==> config.mk <==
export PLATFORM = sky130hd
export DESIGN_NAME = twcr_front
export DESIGN_NICKNAME = d
export VERILOG_FILES = /design/src/rtl/core/assert_macros.svh /design/src/rtl/core/twcr_pkg.sv /design/src/rtl/core/twcr_front.sv
export SDC_FILE = /design/constraint.sdc
export NUM_CORES = 1
export LEC_CHECK = 0
export BUFFER_PORTS_ARGS = -buffer_cell sky130_fd_sc_hd__buf_2
export CORE_ASPECT_RATIO = 0.75
export CORE_MARGIN = 2
export CORE_UTILIZATION = 40
export DETAILED_ROUTE_END_ITERATION = 8
export PLACE_DENSITY_LB_ADDON = 0.25
export SYNTH_ARGS = -nofsm -noshare
export SYNTH_HDL_FRONTEND = slang
export SYNTH_SLANG_ARGS = --single-unit
export TNS_END_PERCENT = 30
==> constraint.sdc <==
create_clock -name aclk -period 12.65 [get_ports aclk]
set_input_delay 1.8975 -clock aclk [delete_from_list [all_inputs] [get_ports aclk]]
set_output_delay 1.8975 -clock aclk [all_outputs]
set_load 0.01 [all_outputs]
==> src/rtl/core/assert_macros.svh <==
// Assertion helpers used by the RTL.
`ifndef ASSERT_MACROS_SVH
`define ASSERT_MACROS_SVH

// Implication checked every clock while out of reset.
`define ASSERT_IMPL(lbl, clk, rstn, ante, cons, msg) \
    lbl: assert property (@(posedge clk) disable iff (!rstn) (ante) |-> (cons)) \
        else $error(msg);

// Next-cycle implication.
`define ASSERT_NEXT(lbl, clk, rstn, ante, cons, msg) \
    lbl: assert property (@(posedge clk) disable iff (!rstn) (ante) |=> (cons)) \
        else $error(msg);

`endif

==> src/rtl/core/twcr_pkg.sv <==
package twcr_pkg;

    localparam int SCREEN_HEIGHT = 64;
    localparam int SCREEN_WIDTH  = 640;
    localparam int TEX_SIZE      = 64;
    localparam int NUM_TEXTURES  = 4;
    localparam int STORE_DEPTH   = NUM_TEXTURES * TEX_SIZE * TEX_SIZE;
    localparam int TEX_BITS      = $clog2(TEX_SIZE);
    localparam int ADDR_BITS     = $clog2(STORE_DEPTH);
    localparam logic [23:0] SHADE_MASK = 24'd8355711;

    localparam logic [1:0] CFG_CEILING = 2'd0;
    localparam logic [1:0] CFG_FLOOR   = 2'd1;
    localparam logic [1:0] CFG_PITCH   = 2'd2;
    localparam logic [1:0] CFG_MIRROR  = 2'd3;

    localparam logic [1:0] XCLASS_POS = 2'd1;
    localparam logic [1:0] XCLASS_NEG = 2'd2;

    typedef struct packed {
        logic        action;
        logic [9:0]  column;
        logic        side;
        logic [1:0]  ray_x_class;
        logic        ray_y_negative;
        logic [15:0] wall_frac;
        logic [15:0] wall_height;
        logic [6:0]  span_first;
        logic [6:0]  span_stop;
        logic [13:0] texel_index;
        logic [23:0] texel_color;
    } twcr_in_t;

    typedef struct packed {
        logic [9:0]  pixel_column;
        logic [5:0]  pixel_row;
        logic [23:0] pixel_color;
        logic        last_pixel;
    } twcr_out_t;

    // Render job as it leaves the front end.
    typedef struct packed {
        logic [9:0]          out_col;
        logic                side;
        logic [1:0]          tex;
        logic [TEX_BITS-1:0] tx;
        logic [15:0]         lh;
        logic signed [17:0]  offset;
        logic [6:0]          dstart;
        logic [6:0]          dend;
    } twcr_job_t;

endpackage

==> src/rtl/core/twcr_front.sv <==
module twcr_front import twcr_pkg::*; (
    input  logic        aclk,
    input  logic        aresetn,
    input  logic        s_valid,
    output logic        s_ready,
    input  twcr_in_t    s_data,
    input  logic [7:0]  view_pitch,
    input  logic        mirror_columns,
    output logic        ld_en,
    output logic [ADDR_BITS-1:0] ld_addr,
    output logic [23:0] ld_data,
    output logic        job_valid,
    input  logic        job_ready,
    output twcr_job_t   job
);
    logic      q_valid_reg, q_valid_next;
    twcr_job_t q_reg;
    twcr_job_t cls;
    logic [TEX_BITS+15:0] txp;
    logic [15:0] lh;

    always_comb begin
        lh = (s_data.wall_height == 16'd0) ? 16'd1 : s_data.wall_height;
        cls = '0;
        if (s_data.side == 1'b0) begin
            cls.tex = (s_data.ray_x_class == XCLASS_NEG) ? 2'd2 : 2'd3;
        end else begin
            cls.tex = s_data.ray_y_negative ? 2'd0 : 2'd1;
        end
        txp = {{TEX_BITS{1'b0}}, s_data.wall_frac} * (TEX_BITS+16)'(TEX_SIZE);
        cls.tx = txp[TEX_BITS+15:16];
        if ((!s_data.side && s_data.ray_x_class == XCLASS_POS)
            || (s_data.side && s_data.ray_y_negative)) begin
            cls.tx = TEX_BITS'(TEX_SIZE - 1) - txp[TEX_BITS+15:16];
        end
        cls.side = s_data.side;
        cls.lh = lh;
        cls.offset = $signed({11'd0, s_data.span_first})
                   - 18'($signed(view_pitch))
                   - 18'(SCREEN_HEIGHT / 2)
                   + $signed({3'd0, lh[15:1]});
        cls.out_col = mirror_columns ? 10'(SCREEN_WIDTH - int'(s_data.column))
                                     : s_data.column;
        cls.dstart = s_data.span_first;
        cls.dend = s_data.span_stop;
    end

    // One-entry queue to the back end. A texel load waits until no render is
    // queued or running so it never changes texels an earlier render reads.
    assign s_ready = s_data.action ? (!q_valid_reg || job_ready)
                                   : (!q_valid_reg && job_ready);
    assign job_valid = q_valid_reg;
    assign job = q_reg;
    assign ld_en = s_valid && s_ready && !s_data.action
                   && (32'(s_data.texel_index) < 32'(STORE_DEPTH));
    assign ld_addr = ADDR_BITS'(s_data.texel_index);
    assign ld_data = s_data.texel_color;

    always_comb begin
        q_valid_next = q_valid_reg;
        if (job_valid && job_ready) q_valid_next = 1'b0;
        if (s_valid && s_ready && s_data.action) q_valid_next = 1'b1;
    end

    always_ff @(posedge aclk) begin
        if (!aresetn) begin
            q_valid_reg <= 1'b0;
        end else begin
            q_valid_reg <= q_valid_next;
        end
        if (s_valid && s_ready && s_data.action) q_reg <= cls;
    end
endmodule

# After elaboration in Yosys (flattened, before gate mapping)
# Cells that the tools add are included.
# word_totals
wordCells	40
register_bits	68
# classes
reduce_logical	14
eq_ne	2
n_addsub	5
mux	9
# op_table
operator	n
$add A10 B16 Y17	1
$logic_not A16 Y1	1
$mux W16	1
$mux W10	1
$sub A10 B10 Y10 const A	1
$sub A9 B7 Y10 const B	1
$sub A8 B8 Y9	1
$logic_and A1 B1 Y1	7
$mux W6	1
$sub A6 B6 Y6 const A	1
$mux W1	5
$logic_not A1 Y1	3
$eq A2 B1 Y1 const B	1
$eq A2 B2 Y1 const B	1
$logic_or A1 B1 Y1	2
$mux W2	1
$reduce_bool A2 Y1	1

# Logic depth before layout (Yosys ltp)
# Gate-level depths: netlist of the first run.
# logic_depth
ltp_word	6
depth_mapped	11
ltp_nobuf	11

# Least setup slack after synthesis of the first run
# Ideal clock, no wire load.
# synth_path
path_kind	input-to-reg
startpoint	in job_ready
endpoint	reg q_reg (netlist bit job[0]), enable pin
path_stages	2
required_ps	12152
path_buffers	0
arrival_ps	4950
setup_time_ps	498
setup_slack_ps	7202
cell_sequence	nand2b_1 > nor2b_1
# synth_between
elab_chain_cells	4
elab_cells_between_ends	5
# synth_lines
element	line_no	source
start, declared	twcr_front.sv:13	input logic job_ready,
$logic_and A1 B1 Y1 / $logic_or A1 B1 Y1 (equally long branches)	twcr_front.sv:51, twcr_front.sv:50	
$mux W1 *	twcr_front.sv:50	assign s_ready = s_data.action ? (!q_valid_reg || job_ready)
$logic_and A1 B1 Y1 * (2 in series)	twcr_front.sv:71	if (s_valid && s_ready && s_data.action) q_reg <= cls;
end signal, assigned	twcr_front.sv:71	
end, declared	twcr_front.sv:17	twcr_job_t q_reg;
# Mark *: on every way between the ends. The rest lies on a longest branch, timed or not.
# A chain may end at the register's enable or synchronous reset.

==> flow_summary_export.csv, run 1 <==
group,metric,value,unit
run_status,run_status,"finished clean",
sta,finClkSkew,4.000,ps
global_routing,pin_count_of_the_biggest_net_entering_global_routing,37,
logic_synthesis,syn_nets,506,
die,die_y,90.81,um
sta,hold_viol_final,0,
global_routing,grt.total_usage,0.1579,
sta,period_share,0.3614,
global_routing,global_route_wire_length_before_repair,13.19,mm
critical_path,timing.critical_path.max_delay_family,"adder cells",
critical_path,critical-path-max-stage-delay,520,ps
cts,htreeDepth,3,
cts,worst_skew_pair.late_latency,320,ps
power_and_ir_drop,power.share.clock,0.371,
power_and_ir_drop,switching_power,0.0001905,W
critical_path,end_kind,"flop",
power_and_ir_drop,netSwitchingFraction,0.2706,
die,die-width,119.7,um
placement,dp.cells,555,
die,pin_count,220,
die,floorplan.initialDensity,0.4145,
sta,finalSetupViolations,0,
routing,first_pass_iters,4,
power_and_ir_drop,leakage,2.186,nW
logic_synthesis,post_synth_inst_count,346,
die,floorplan.rows,31,
hold_path,worstHoldPathType,"flop to flop",
logic_synthesis,ys_async_sr_fraction,0,
final_layout,antenna_cells_inserted,0,
power_and_ir_drop,intPower,0.0005134,W
placement,hpwlAfterDp,6.938,mm
logic_synthesis,synth.ff_latch_count,67,
sta,measured_slew_at_the_worst_slew_check_pin,853.0,ps
sta,worst_slew_margin,0.4301,
global_routing,overflow,0,
critical_path,critical_path.cell_chain,"buf_2 > fa_1 > ha_1 > ha_1 > fa_1 > a211oi_1 > o21bai_1 > a21oi_1 > o21ai_1 > xnor2_1",
final_layout,post_route_cells_drive_above_1_share,0.3576,
critical_path,arrival,4640,ps
power_and_ir_drop,seqPwrFrac,0.390,
logic_synthesis,ys_dominant_reg_cell,"edfxtp_1",
power_and_ir_drop,power_density_of_the_placed_cells,146.1,nW/um2
sta,min_period,4572,ps
cts,cts_tree,"done",
global_routing,grt_pass1_vias,2529,
critical_path,worst-endpoint-required,12720,ps
power_and_ir_drop,comb_power_share,0.239,
sta,final.setup.tns,0,ps
final_layout,nets_finish,594,
cts,clk_path_buf_depth,2,
cts,hold_buffers,0,
routing,routed_wl,8.559,mm
sta,final-max-slew-violation-count,0,
cts,post_cts.repair.setup_buffers,0,
routing,drc,0,
logic_synthesis,synth_area,4019,um2
routing,vias,2684,
cts,cts_buffers,9,
cts,numClockSinks,67,
cts,cts.clk_slew.worst_paths,60,ps
cts,clock_tree_root,"clkbuf_16",
critical_path,critical_path_class,"input pin to flop",
global_routing,antenna_found_initial,0,
routing,detailed_route_iter0_violations,133,
hold_path,min-delay-start,"job_valid$_SDFFE_PN0P_",
placement,placement.io_buffers,133,
routing,routed_via_density,4.701,
critical_path,path_max_fanout,4,
logic_synthesis,synth.yosys.warnings,0,
sta,fmaxAchievable,218.7,MHz
final_layout,synthToLayoutAreaGrowth,19.86,%
critical_path,startpoint_type,"input pin",
cts,cts_repair_resize_count,0,
power_and_ir_drop,max-vdd-ir-drop,0.06846,mV
logic_synthesis,post_synth_num_cell_types,42,
sta,rsz_0062_raised_after_global_routing,"no",
critical_path,worst_r2r_startpoint,"job_valid$_SDFFE_PN0P_",
routing,avgRoutedWirePerCell,14.99,um
die,core-area,9697,um2
die,floorplan.die_area,10870,um2
critical_path,critical_path.startpoint,"s_data[46]",
placement,gp_routability_congestion,0.8548,
critical_path,cpMaxStageDelayCell,"fa_1",
logic_synthesis,sequential_to_total_area_share_from_yosys_stat,0.4981,
logic_synthesis,synthesis.area_per_instance,11.62,um2
logic_synthesis,number_of_synthesized_flops_with_an_enable_pin,66,
final_layout,instances_no_fill,571,
run,drv.max_cap_violation_count,0,
routing,antenna_left,0,
sta,hold_ws,533.2,ps
critical_path,critical_path.n_buffers_inverters,1,
==> registers in the layout, summed over array words and instances, names as in the netlist <==
name	flops
job_valid	1
job	66
==> final timing paths <==
check                                         endpoint  slack, ps  cells past startpoint
worst max register to register       job[53]$_DFFE_PP_      10620                      3
worst max-delay path                 job[29]$_DFFE_PP_       8080                     10
worst min-delay path            job_valid$_SDFFE_PN0P_        530                      2
worst min register to register  job_valid$_SDFFE_PN0P_        530                      2
==> placed cells by master, fill, tap and decap left out, types with 3 or more instances in the layout <==
cell type	instances
nor4_1	3
nand3_1	5
nor3_1	4
nor2_1	9
xnor2_1	21
nand2_1	19
o21ai_1	6
clkinv_2	3
ha_1	40
fa_1	8
clkbuf_16	9
xor2_1	6
edfxtp_1	66
inv_1	47
o21ai_0	7
buf_2	133
a21oi_1	10
nand4_1	4
==> synth_stat cells, types with 2 or more instances <==
cell type / instances / area share
edfxtp_1: 66 / 0.49
inv_1: 47 / 0.044
buf_4: 40 / 0.075
ha_1: 40 / 0.12
xnor2_1: 21 / 0.046
nand2_1: 19 / 0.018
clkbuf_1: 17 / 0.016
a21oi_1: 10 / 0.012
nor2_1: 9 / 0.0084
fa_1: 8 / 0.040
o21ai_0: 7 / 0.0087
o21ai_1: 6 / 0.0075
xor2_1: 6 / 0.013
nand3_1: 5 / 0.0062
nand4_1: 4 / 0.0062
nor3_1: 4 / 0.0050
nor4_1: 3 / 0.0047
a211o_1: 2 / 0.0044
a211oi_1: 2 / 0.0037
a21o_1: 2 / 0.0037
nand2b_1: 2 / 0.0031
nor2b_1: 2 / 0.0031
o211ai_1: 2 / 0.0037
o21bai_1: 2 / 0.0037
o31ai_1: 2 / 0.0037
or3_1: 2 / 0.0031
==> cells by family (layout without fill, tap and decap cells) <==
| family | after synthesis | after routing | share of synthesized area |
|---|---|---|---|
| buffers and inverters | 104 | 197 | 0.1345 |
| flip-flops | 67 | 67 | 0.4981 |
| AND/OR/NAND/NOR | 56 | 56 | 0.07036 |
| adder cells (fa/ha/maj) | 48 | 48 | 0.1644 |
| AO/OA/AOI/OAI | 44 | 44 | 0.07378 |
| XOR/XNOR | 27 | 27 | 0.05884 |
==> metrics by stage <==
stage / setup WS, ps / instance area (um2) / utilization / power, W
3_3_place_gp: 7797 / 4501 / 0.4641 / 0.0004448
4_1_cts: 8100 / 4817 / 0.4968 / 0.0007138
6_report: 8078 / 4817 / 0.4968 / 0.0007039
3_5_place_dp: 7758 / 4501 / 0.4641 / 0.0004473
5_1_grt: 7945 / 4817 / 0.4968 / 0.0007427
2_1_floorplan: 7202 / 4019 / - / 0.0004076
==> layout make-up <==
type	count	area [um2]
clock inverter	7	91.34
tap	132	165.2
fill	912	4880
sequential	67	2002
inverter	47	176.4
multi-input combinational	175	1484
timing repair buffer	134	673.1
clock buffer	9	225.2
==> metal layers <==
metal | wire (um) | up-vias | global-route usage | part of all wire
met5 | 0 | - | 0 | 0
met3 | 555 | 16 | 0.03725 | 0.065
li1 | - | 1321 | - | -
met2 | 4265 | 111 | 0.2657 | 0.50
met4 | 109 | 0 | 0.05392 | 0.013
met1 | 3628 | 1236 | 0.1997 | 0.42
==> power by group through the flow <==
stage                     Sequential (W)  Clock [W]  Combinational, W
after floorplan                 0.000289          0          0.000118
after global placement          0.000279          0          0.000166
after detailed placement        0.000279          0          0.000168
after CTS                       0.000275   0.000269          0.000170
after global routing            0.000276   0.000277          0.000189
final                           0.000274   0.000261          0.000168
==> tightest hold or removal path: stages (launching register included) <==
cell and delay (ps):
dfxtp_1 320, nand2b_1 90, a21boi_0 70
(Power assumes the default switching activity.)
==> inputs of run 2 (changes only) <==
==> constraint.sdc (replaced) <==
create_clock -name aclk -period 4.2 [get_ports aclk]
set_input_delay 0.63 -clock aclk [delete_from_list [all_inputs] [get_ports aclk]]
set_output_delay 0.63 -clock aclk [all_outputs]
set_load 0.01 [all_outputs]
==> run 2 against run 1 <==
Against the previous run: worst setup slack worse by 7100 ps; first-iteration DRC count unchanged; cell count unchanged; final area down 0.65%; critical endpoint unchanged.
==> flow_summary_export.csv, run 2 (synthesis gave the netlist of run 1 again) <==
group,metric,value,unit
sta,post-route-worst-setup-slack,948.6,ps
sta,finClkSkew,4.873,ps
final_layout,largest_reg_flops,66,
sta,final.setup.tns,0,ps
cts,clock_tree_root,"clkbuf_16",
sta,min_period,3251,ps
hold_path,hold_depth,1,
placement,placement.io_buffers,133,
power_and_ir_drop,max-vdd-ir-drop,0.1884,mV
critical_path,timing.rr.end,"job[19]$_DFFE_PP_",
final_layout,antenna_cells_inserted,0,
final_layout,synthToLayoutAreaGrowth,19.08,%
routing,routed_via_density,4.778,
routing,detailed_route_iter0_violations,133,
critical_path,timing.reg2reg.setup_slack,2580,ps
die,die-width,119.7,um
placement,setup_slack_after_placement,663.4,ps
routing,vias,2728,
die,floorplan.initialDensity,0.4145,
critical_path,critical_path_class,"input pin to flop",
hold_path,min-delay-start,"s_data[44]",
routing,avgRoutedWirePerCell,15.36,um
critical_path,worst-endpoint-required,4280,ps
critical_path,timing.reg2reg.worst_path_depth,3,
global_routing,grt_pass1_vias,2585,
sta,rsz_0062_raised_after_global_routing,"no",
routing,first_pass_iters,4,
cts,hold_buffers,0,
die,die_y,90.81,um
critical_path,worst_r2r_startpoint,"job_valid$_SDFFE_PN0P_",
die,floorplan.rows,31,
power_and_ir_drop,switching_power,0.0005758,W
power_and_ir_drop,power.share.clock,0.350,
cts,post_cts.repair.setup_buffers,0,
placement,postPlaceCellArea,4501,um2
hold_path,hold_end,"job[6]$_DFFE_PP_",
die,pin_count,220,
power_and_ir_drop,post-layout-total-power,0.002059,W
die,core-area,9697,um2
critical_path,arrival,3330,ps
run_status,run_status,"finished clean",
global_routing,overflow,0,
cts,cts_tree,"done",
sta,final-max-slew-violation-count,0,
global_routing,global_route_wire_length_before_repair,13.61,mm
sta,worst_slew_margin,0.4377,
cts,worst_skew_pair.late_latency,320,ps
global_routing,grt.total_usage,0.1644,
global_routing,antenna_found_initial,0,
power_and_ir_drop,power_density_of_the_placed_cells,430.3,nW/um2
run,drv.max_cap_violation_count,0,
sta,measured_slew_at_the_worst_slew_check_pin,843.4,ps
routing,routed_wl,8.768,mm
global_routing,pin_count_of_the_biggest_net_entering_global_routing,67,
sta,period_share,0.7741,
sta,hold_viol_final,0,
cts,cts.clk_slew.worst_paths,50,ps
placement,gp_routability_congestion,0.8520,
power_and_ir_drop,leakage,2.171,nW
final_layout,fin_area,4786,um2
die,floorplan.die_area,10870,um2
power_and_ir_drop,intPower,0.001484,W
final_layout,layout.cells.most_common,"buf_2",
routing,antenna_left,0,
final_layout,mostFrequentLayoutCells,"buf_2 (133), edfxtp_1 (66), inv_1 (47)",
power_and_ir_drop,seqPwrFrac,0.401,
cts,htreeDepth,3,
critical_path,critical_path.startpoint,"s_data[46]",
critical_path,end_kind,"flop",
critical_path,path_max_fanout,4,
cts,cts_buffers,9,
sta,fmaxAchievable,307.6,MHz
final_layout,postLayoutCoreUtil,0.4935,
final_layout,nets_finish,594,
power_and_ir_drop,netSwitchingFraction,0.2796,
cts,cts_repair_resize_count,0,
sta,finalSetupViolations,0,
critical_path,startpoint_type,"input pin",
cts,numClockSinks,67,
final_layout,post_route_cells_drive_above_1_share,0.3508,
cts,clk_path_buf_depth,2,
hold_path,worstHoldPathType,"input pin to flop",
power_and_ir_drop,comb_power_share,0.248,
routing,drc,0,
placement,hpwlAfterDp,6.916,mm
run 2: cell count changes in the layout (fill, tap and decap cells not counted), sizes merged:
cell,delta
bufinv,-1
inv,-1
clkbuf,+1
clkinvlp,-1
clkinv,+2
run 2: power by group through the flow:
| stage | Sequential, W | Combinational [W] | Clock [W] |
|---|---|---|---|
| after floorplan | 0.000871 | 0.000357 | 0 |
| after global placement | 0.000840 | 0.000501 | 0 |
| after detailed placement | 0.000840 | 0.000509 | 0 |
| after CTS | 0.000827 | 0.000514 | 0.000742 |
| after global routing | 0.000831 | 0.000575 | 0.000771 |
| final | 0.000827 | 0.000512 | 0.000721 |
run 2: worst max-delay path by stage:
stage,to,slack [ps],cells past startpoint
2_1_floorplan,job[0]$_DFFE_PP_,20,2
3_3_place_gp,job[29]$_DFFE_PP_,690,10
3_5_place_dp,job[29]$_DFFE_PP_,660,10
4_1_cts,job[29]$_DFFE_PP_,990,10
5_1_grt,job[29]$_DFFE_PP_,810,10
6_report,job[29]$_DFFE_PP_,950,10
run 2: cell type report:
class / count / area, um2
Tap cell: 132 / 165.2
Clock inverter: 6 / 56.30
Fill cell: 865 / 4911
Multi-Input combinational cell: 175 / 1484
Sequential cell: 67 / 2002
Clock buffer: 10 / 229.0
Timing Repair Buffer: 134 / 673.1
Inverter: 47 / 176.4
run 2: critical path, cell delays in order:
cell and delay [ps]:
buf_2 110, fa_1 510, ha_1 310, ha_1 230
fa_1 440, a211oi_1 240, o21bai_1 140, a21oi_1 420
o21ai_1 150, xnor2_1 140
run 2: metrics by stage:
stage / std cells / hold slack, ps
final: 571 / 482.9
after global routing: 571 / 466.3
after CTS: 571 / 467.8
after detailed placement: 555 / 529.0
after global placement: 555 / 517.9
after floorplan: 346 / 534.9
run 2: metal layers:
metal	part of all wire	wire length, um	vias up	GRT usage
li1	-	-	1325	-
met4	0.022	197	0	0.06765
met1	0.41	3588	1248	0.2056
met5	0	0	-	0
met2	0.48	4187	129	0.2643
met3	0.091	796	26	0.05177
==> inputs of run 3 (changes only) <==
==> constraint.sdc (replaced) <==
create_clock -name aclk -period 3 [get_ports aclk]
set_input_delay 0.45 -clock aclk [delete_from_list [all_inputs] [get_ports aclk]]
set_output_delay 0.45 -clock aclk [all_outputs]
set_load 0.01 [all_outputs]
==> run 3 against run 2 <==
Against the previous run: critical path depth rose by 1; total power up 45%; flip-flop and latch count stayed put; sequential power increased by 40%; worst setup slack got worse by 740 ps; clock power rose by 47%; cell count up 2.6%; critical path type unchanged; largest cell class unchanged; highest routed layer unchanged.
==> flow_summary_export.csv, run 3 (synthesis gave the netlist of run 1 again) <==
group,metric,value,unit
run,drv.max_cap_violation_count,0,
die,pin_count,220,
cts,cts_tree,"done",
global_routing,grt_pass1_vias,2678,
cts,cts.clk_slew.worst_paths,60,ps
critical_path,critical-path-max-stage-delay,510,ps
final_layout,largest_reg_flops,66,
final_layout,synthToLayoutAreaGrowth,22.32,%
global_routing,pin_count_of_the_biggest_net_entering_global_routing,45,
global_routing,grt.total_usage,0.1680,
sta,post-route-worst-setup-slack,205.3,ps
cts,post_cts.repair.setup_buffers,0,
placement,setup_slack_after_placement,-114.3,ps
critical_path,path_max_fanout,4,
final_layout,layout.cells.most_common,"buf_2",
critical_path,critical_path.n_buffers_inverters,2,
placement,placement.io_buffers,133,
placement,hpwlAfterDp,7.225,mm
placement,gp_routability_congestion,0.8603,
critical_path,timing.critical_path.max_delay_family,"adder cells",
sta,finalSetupViolations,0,
hold_path,hold_depth,1,
routing,avgRoutedWirePerCell,15.26,um
sta,final-max-slew-violation-count,0,
die,core-area,9697,um2
routing,drc,0,
sta,hold_ws,292.6,ps
global_routing,overflow,0,
sta,finClkSkew,3.285,ps
power_and_ir_drop,leakage,2.241,nW
sta,measured_slew_at_the_worst_slew_check_pin,599.0,ps
die,floorplan.rows,31,
global_routing,global_route_wire_length_before_repair,13.94,mm
cts,numClockSinks,67,
power_and_ir_drop,max-vdd-ir-drop,0.2793,mV
global_routing,antenna_found_initial,0,
critical_path,worst-endpoint-required,3080,ps
critical_path,critical_path.cell_chain,"buf_2 > fa_1 > ha_1 > ha_1 > fa_1 > a211oi_1 > o21bai_1 > a21oi_1 > buf_4 > o21ai_1 > xnor2_1",
final_layout,antenna_cells_inserted,0,
cts,cts_buffers,9,
routing,antenna_left,0,
die,die-width,119.7,um
routing,routed_via_density,4.712,
die,die_y,90.81,um
die,floorplan.die_area,10870,um2
routing,routed_wl,8.942,mm
sta,hold_viol_final,0,
final_layout,post_route_cells_drive_above_1_share,0.3789,
sta,fmaxAchievable,357.8,MHz
critical_path,arrival,2880,ps
critical_path,startpoint_type,"input pin",
critical_path,end_kind,"flop",
critical_path,critical_path_class,"input pin to flop",
final_layout,layout.filler_cells,895,
routing,detailed_route_iter0_violations,174,
critical_path,critical_path_depth,11,
sta,period_share,0.9316,
die,floorplan.initialDensity,0.4145,
critical_path,timing.reg2reg.worst_path_depth,3,
sta,worst_slew_margin,0.5970,
power_and_ir_drop,power_density_of_the_placed_cells,607.3,nW/um2
critical_path,cpMaxStageDelayCell,"fa_1",
final_layout,mostFrequentLayoutCells,"buf_2 (133), edfxtp_1 (66), inv_1 (47)",
hold_path,worstHoldPathType,"input pin to flop",
cts,cts_repair_resize_count,0,
routing,vias,2761,
sta,min_period,2795,ps
final_layout,nets_finish,609,
routing,first_pass_iters,4,
critical_path,timing.reg2reg.setup_slack,1580,ps
sta,rsz_0062_raised_after_global_routing,"no",
cts,clk_path_buf_depth,2,
cts,hold_buffers,0,
cts,clock_tree_root,"clkbuf_16",
cts,worst_skew_pair.late_latency,330,ps
run_status,run_status,"finished clean",
cts,htreeDepth,3,
run 3: cell types whose count changed in the layout (fill, tap and decap cells not counted):
cell        delta
clkinv_2       -1
clkinv_1       -2
inv_8          +1
clkbuf_1       -1
buf_4         +15
clkinvlp_4     +3
run 3: worst register-to-register path, delay by kind of cell (launching register included):
kind                   cells  cell delay [ps]
DFF                        1              330
and+or+nand+nor            2              230
buffers and inverters      1              470
run 3: worst paths after layout:
path,end,startpoint
min,job[1]$_DFFE_PP_,s_data[39]
min reg2reg,job_valid$_SDFFE_PN0P_,job_valid$_SDFFE_PN0P_
max,job[29]$_DFFE_PP_,s_data[46]
max reg2reg,job[24]$_DFFE_PP_,job_valid$_SDFFE_PN0P_
run 3: metal layers:
| metal | part of all wire | track usage | vias up |
|---|---|---|---|
| met3 | 0.076 | 0.04672 | 34 |
| li1 | - | - | 1350 |
| met2 | 0.48 | 0.2724 | 100 |
| met4 | 0.030 | 0.07157 | 0 |
| met1 | 0.42 | 0.2110 | 1277 |
| met5 | 0 | 0 | - |
run 3: cell type report:
| type | count | area [um2] | share of cell area |
|---|---|---|---|
| clock buffers | 9 | 225.2 | 0.04581 |
| clock inverters | 7 | 77.57 | 0.01578 |
| inverters | 47 | 176.4 | 0.03589 |
| multi-input cells | 175 | 1484 | 0.3019 |
| flip-flops and latches | 67 | 2002 | 0.4072 |
| well taps | 132 | 165.2 | 0.03360 |
| repair buffers | 149 | 785.8 | 0.1598 |
run 3: through the flow:
stage | utilization | TNS, ps | power [W] | std cells | instance area, um2
global placement | 0.4757 | -484.9 | 0.001938 | 570 | 4613
global route | 0.5070 | 0 | 0.003150 | 586 | 4916
finish | 0.5070 | 0 | 0.002985 | 586 | 4916
detailed placement | 0.4757 | -384.9 | 0.001948 | 570 | 4613
CTS | 0.5070 | 0 | 0.003023 | 586 | 4916
floorplan | - | 0 | 0.001717 | 346 | 4021
run 3: power by group:
| part | internal (W) | leakage, nW | switching, W |
|---|---|---|---|
| clock network | 0.000648 | 0.140 | 0.000409 |
| logic | 0.000344 | 1.48 | 0.000428 |
| registers | 0.00114 | 0.625 | 0.0000154 |
